File: src/hdl/nclip_pkg.sv
// Shared types and constants of the near-plane clip and projection unit.
package nclip_pkg;

  localparam int unsigned COORD_W     = 16;
  localparam int unsigned DELTA_W     = 17;
  localparam int unsigned COLOR_W     = 4;
  localparam int unsigned W_W         = 24;
  localparam int unsigned NUM_W       = 66;
  localparam int unsigned MAG_W       = 65;
  localparam int unsigned Q_BITS      = 17;
  localparam int unsigned D_SHIFT     = 22;
  localparam int unsigned CENTER_SHIFT = 28;
  localparam int unsigned OFF_SHIFT   = 14;
  localparam int unsigned CFG_IDX_W   = 3;
  localparam int unsigned QUEUE_DEPTH_DEF = 4;

  localparam logic signed [COORD_W-1:0] NEAR_Z   = 16'sd204;
  localparam logic signed [DELTA_W-1:0] CLIP_Z   = 17'sd205;
  localparam logic signed [NUM_W-1:0]   FOCAL_Q8 = 66'sd14848;
  localparam logic signed [COORD_W-1:0] UNIT_Q14 = 16'sd16384;

  typedef enum logic [CFG_IDX_W-1:0] {
    CFG_OFFSET_X  = 3'd0,
    CFG_OFFSET_Y  = 3'd1,
    CFG_ROLL_EN   = 3'd2,
    CFG_ROLL_COS  = 3'd3,
    CFG_ROLL_SIN  = 3'd4
  } cfg_idx_t;

  typedef struct packed {
    logic signed [COORD_W-1:0] off_x;
    logic signed [COORD_W-1:0] off_y;
    logic                      roll_en;
    logic signed [COORD_W-1:0] cos_q14;
    logic signed [COORD_W-1:0] sin_q14;
  } cfg_t;

  typedef struct packed {
    logic signed [COORD_W-1:0] x;
    logic signed [COORD_W-1:0] y;
    logic signed [COORD_W-1:0] z;
    logic signed [DELTA_W-1:0] dx;
    logic signed [DELTA_W-1:0] dy;
    logic signed [DELTA_W-1:0] dz;
    logic signed [DELTA_W-1:0] span;
    logic                      near;
  } pt_t;

  typedef struct packed {
    pt_t                s;
    pt_t                e;
    logic [COLOR_W-1:0] color;
  } seg_t;

endpackage

File: src/hdl/nclip_front.sv
// Front end: accepts segments, classifies endpoints against the near plane, drops hidden ones.
module nclip_front (
  input  logic                                 in_valid,
  output logic                                 in_ready,
  input  logic signed [nclip_pkg::COORD_W-1:0] in_start_x,
  input  logic signed [nclip_pkg::COORD_W-1:0] in_start_y,
  input  logic signed [nclip_pkg::COORD_W-1:0] in_start_z,
  input  logic signed [nclip_pkg::COORD_W-1:0] in_end_x,
  input  logic signed [nclip_pkg::COORD_W-1:0] in_end_y,
  input  logic signed [nclip_pkg::COORD_W-1:0] in_end_z,
  input  logic        [nclip_pkg::COLOR_W-1:0] in_line_color,
  input  logic                                 q_ready,
  output logic                                 q_push,
  output nclip_pkg::seg_t                      q_seg
);

  logic s_near, e_near;

  assign s_near = in_start_z <= nclip_pkg::NEAR_Z;
  assign e_near = in_end_z <= nclip_pkg::NEAR_Z;

  assign in_ready = q_ready;
  assign q_push   = in_valid && q_ready && !(s_near && e_near);

  always_comb begin
    q_seg.s.x    = in_start_x;
    q_seg.s.y    = in_start_y;
    q_seg.s.z    = in_start_z;
    q_seg.s.dx   = 17'(in_end_x) - 17'(in_start_x);
    q_seg.s.dy   = 17'(in_end_y) - 17'(in_start_y);
    q_seg.s.dz   = 17'(in_end_z) - 17'(in_start_z);
    q_seg.s.span = nclip_pkg::CLIP_Z - 17'(in_start_z);
    q_seg.s.near = s_near;
    q_seg.e.x    = in_end_x;
    q_seg.e.y    = in_end_y;
    q_seg.e.z    = in_end_z;
    q_seg.e.dx   = 17'(in_start_x) - 17'(in_end_x);
    q_seg.e.dy   = 17'(in_start_y) - 17'(in_end_y);
    q_seg.e.dz   = 17'(in_start_z) - 17'(in_end_z);
    q_seg.e.span = nclip_pkg::CLIP_Z - 17'(in_end_z);
    q_seg.e.near = e_near;
    q_seg.color  = in_line_color;
  end

endmodule

File: config.mk
export PLATFORM = sky130hd
export DESIGN_NAME = nclip_front
export DESIGN_NICKNAME = d
export VERILOG_FILES = /design/src/hdl/nclip_pkg.sv /design/src/hdl/nclip_front.sv
export SDC_FILE = /design/constraint.sdc
export NUM_CORES = 1
export LEC_CHECK = 0
export BUFFER_PORTS_ARGS = -buffer_cell sky130_fd_sc_hd__buf_2
export CORE_ASPECT_RATIO = 1.4
export CORE_MARGIN = 3
export CORE_UTILIZATION = 25
export DETAILED_ROUTE_END_ITERATION = 10
export PLACE_DENSITY_LB_ADDON = 0.2
export SYNTH_ARGS = -nofsm -noshare
export SYNTH_HDL_FRONTEND = slang
export SYNTH_SLANG_ARGS = --single-unit
File: constraint.sdc
create_clock -name vclk -period 3.6
set_input_delay 0.72 -clock vclk [all_inputs]
set_output_delay 0.72 -clock vclk [all_outputs]
set_load 0.1 [all_outputs]
Word level (Yosys, flattened, before mapping) --
Index checks and enable logic that the tools add are counted.
Operators by class: $add $sub $neg 8, order comparisons 2, reductions and logical operators 4
Operators with widths (number):
- $sub A16 B16 Y17 | 6
- $sub A9 B16 Y17 const A | 2
- $le A16 B9 Y1 const B | 2
- $logic_and A1 B1 Y1 | 3
- $logic_not A1 Y1 | 1
Storage, ports and cells: flip-flop bits (word level) 0, bits of input ports 102, output and inout port bits 240, logic and storage cells 14

Longest topological paths before layout --
depth after elaboration 4, gate-level depth with buffers 8, mapped depth without buffers 8

Worst setup path before layout --
Ideal clock, no wire load.
path kind input-to-output, start input port in_start_z[0] in the netlist's numbering, end output port q_seg[36] in the netlist's numbering, arrival 4.666 ns, data required time 2.880 ns, setup slack -1.786 ns, stages on the path 8, path buffers 0, cells stage by stage inv_1 ha_1 fa_1 nand2b_1 a21oi_1 o21ai_1 o2111a_1 nor3_1
RTL lines:
- from (decl) | RTL line nclip_front.sv:7 | input logic signed [nclip_pkg::COORD_W-1:0] in_start_z,
- to (decl) | RTL line nclip_front.sv:14 | output nclip_pkg::seg_t q_seg

==> results.py <==
metrics = {
    "cells_and_area": {
        "drive_above_1_share_pct": 43.7,
        "register_area_um2": 0,
        "final_cell_mix": "buf_2 (259), inv_1 (115), ha_1 (99), a21oi_1 (89), buf_12 (75)",
        "fin_area_mm2": 0.0100,
        "seq_cells": 0,
        "nets": 1395,
        "n_clock_buffer": 0,
        "fillers": 2526,
        "fin_util_pct": 40.6,
        "area_growth_pct": 59.5,
        "layout_commonest_cell": "buf_2",
        "multi_input_area_mm2": 0.00592,
    },
    "power_and_ir_drop": {
        "p_leak_nw": 5.05,
        "p_clk_share_pct": 0,
        "seq_power_share_pct": 0,
        "p_per_area_mw_per_mm2": 487,
        "irDropWorstVdd_v": 0.000329,
        "sw_frac_of_total_pct": 71.3,
        "p_int_w": 0.00141,
        "power_frac_comb_pct": 100.0,
        "switchingPower_w": 0.00349,
    },
    "grt": {
        "antenna_found_initial": 3,
        "grt.total_usage_pct": 16.8,
        "grt.overflow.total": 0,
        "grt_pass1_vias": 6941,
        "grt_pass1_wl_mm": 37.7,
        "grt_max_degree": 12,
    },
    "yosys": {
        "syn-cell-area_mm2": 0.00630,
        "syn_area_per_cell_um2": 6.74,
        "ys_warn_count": 0,
        "yosysUniqueCellTypes": 49,
        "ys_seq_area_share_pct": 0,
        "syn_nets": 1143,
        "syn-instance-count": 935,
    },
    "critical_path": {
        "endpoint": "q_seg[55]",
        "arrival_ns": 2.74,
        "end_kind": "primary output",
        "path_max_fanout": 9,
        "critPathLaunchType": "input port",
        "crit_required_ns": 2.88,
        "startpoint": "in_start_y[10]",
        "critical_path_class": "in2out",
    },
    "timing": {
        "max_freq_mhz": 289,
        "rsz0062_at_grt": "false",
        "period_needed_ns": 3.46,
        "min_period_over_period_pct": 96.2,
        "maxSlewHeadroom_pct": 63.2,
        "hold_viol_final": 0,
        "max_slew.worst_pin.slew_ns": 0.552,
        "setup_viol": 0,
        "finalMaxSlewViolations": 0,
        "worst_hold_slack_ns": 1.44,
    },
    "cts": {
        "post_cts_buffers": 0,
        "hold_buffers": 0,
        "cts_resized": 0,
    },
    "run": {
        "drv_cap": 0,
    },
    "routing": {
        "dr_total_vias": 7071,
        "first_iter_violations": 188,
        "drcViolationCount": 0,
        "first_pass_iters": 4,
        "routedWlPerCell_um": 16.1,
        "routed_via_density": 4.71,
        "drtAntennaViolNets": 0,
        "wl_mm": 24.2,
    },
    "placement": {
        "portBuffers": 334,
        "globalplace.congestion": 0.914,
        "placed_area_mm2": 0.0100,
        "post-dp-hpwl_mm": 22.2,
    },
    "floorplanning": {
        "dieHeight_um": 194,
        "core.rowCount": 68,
        "core_mm2": 0.0248,
        "chipWidth_um": 140,
        "die_area_mm2": 0.0272,
        "ios": 342,
        "initial_core_util_pct": 25.4,
    },
    "hold_path": {
        "hold_class": "in2out",
    },
    "outcome": {
        "status": "finished, final reports clean",
    },
}
-- cell families after synthesis --
logic type               Yosys count  synth area share (%)
AO/OA/AOI/OAI                    245                  24.3
XOR/XNOR                          90                  12.6
adder cells (fa/ha/maj)          106                  21.8
buffers and inverters            266                  22.8
multiplexers                       6                  1.03
AND/OR/NAND/NOR                  222                  17.4
-- synth_stat cells (14+ instances only) --
cell	number	area (um2)
nand3_1	14	70.1
nor2_1	48	180
o21ai_1	34	170
ha_1	100	1250
nand2b_1	25	156
nand2_1	64	240
inv_1	116	435
a21oi_1	99	495
nor3_1	19	95.1
nor2b_1	17	106
o21ai_0	14	70.1
buf_2	27	135
buf_4	108	811
a211oi_1	17	128
xnor2_1	61	534
xor2_1	28	245
-- routing by layer --
| metal | GRT usage (%) | part of all wire [%] | vias up |
|---|---|---|---|
| met5 | 0 | 0.095 | - |
| met1 | 17.8 | 36 | 3280 |
| met2 | 35.4 | 57 | 231 |
| met4 | 1.36 | 0.97 | 4 |
| met3 | 2.44 | 6.2 | 20 |
| li1 | - | - | 3536 |
-- power groups by stage --
stage	sequential [W]	combinational [W]	clock [W]
after global routing	0	0.00509	0
after global placement	0	0.00492	0
after floorplan	0	0.00362	0
final	0	0.00490	0.0000000000372
after CTS	0	0.00493	0
after detailed placement	0	0.00492	0
-- critical path: stages --
cell	delay [ns]
buf_2	0.10
inv_1	0.04
ha_1	0.41
and2_1	0.23
a221oi_1	0.51
a21oi_1	0.15
o22ai_2	0.12
buf_2	0.45
-- final cells by class --
cell class	instances	share of cell area, %
inverters	116	4.37
diodes	1	0.0249
repair buffers	400	32.8
multi-input cells	669	58.9
well taps	315	3.92
-- metrics by stage --
step	setup WS [ns]	setup TNS, ns	instances	power [W]
2_1_floorplan	-0.570	-5.73	935	0.00362
3_3_place_gp	0.0410	0	1500	0.00492
3_5_place_dp	0.0448	0	1500	0.00492
4_1_cts	0.0441	0	1500	0.00493
5_1_grt	0.000232	0	1500	0.00509
6_report	0.135	0	1501	0.00490
-- worst min-delay path by stage --
| stage | start | endpoint | cells after the start |
|---|---|---|---|
| after floorplan | q_ready | in_ready | 1 |
| after global placement | in_line_color[0] | q_seg[0] | 0 |
| after detailed placement | in_line_color[0] | q_seg[0] | 0 |
| after CTS | in_line_color[0] | q_seg[0] | 0 |
| after global routing | in_line_color[3] | q_seg[3] | 0 |
| final | in_line_color[2] | q_seg[2] | 0 |
No activity file was read; power rests on OpenSTA's default activity.
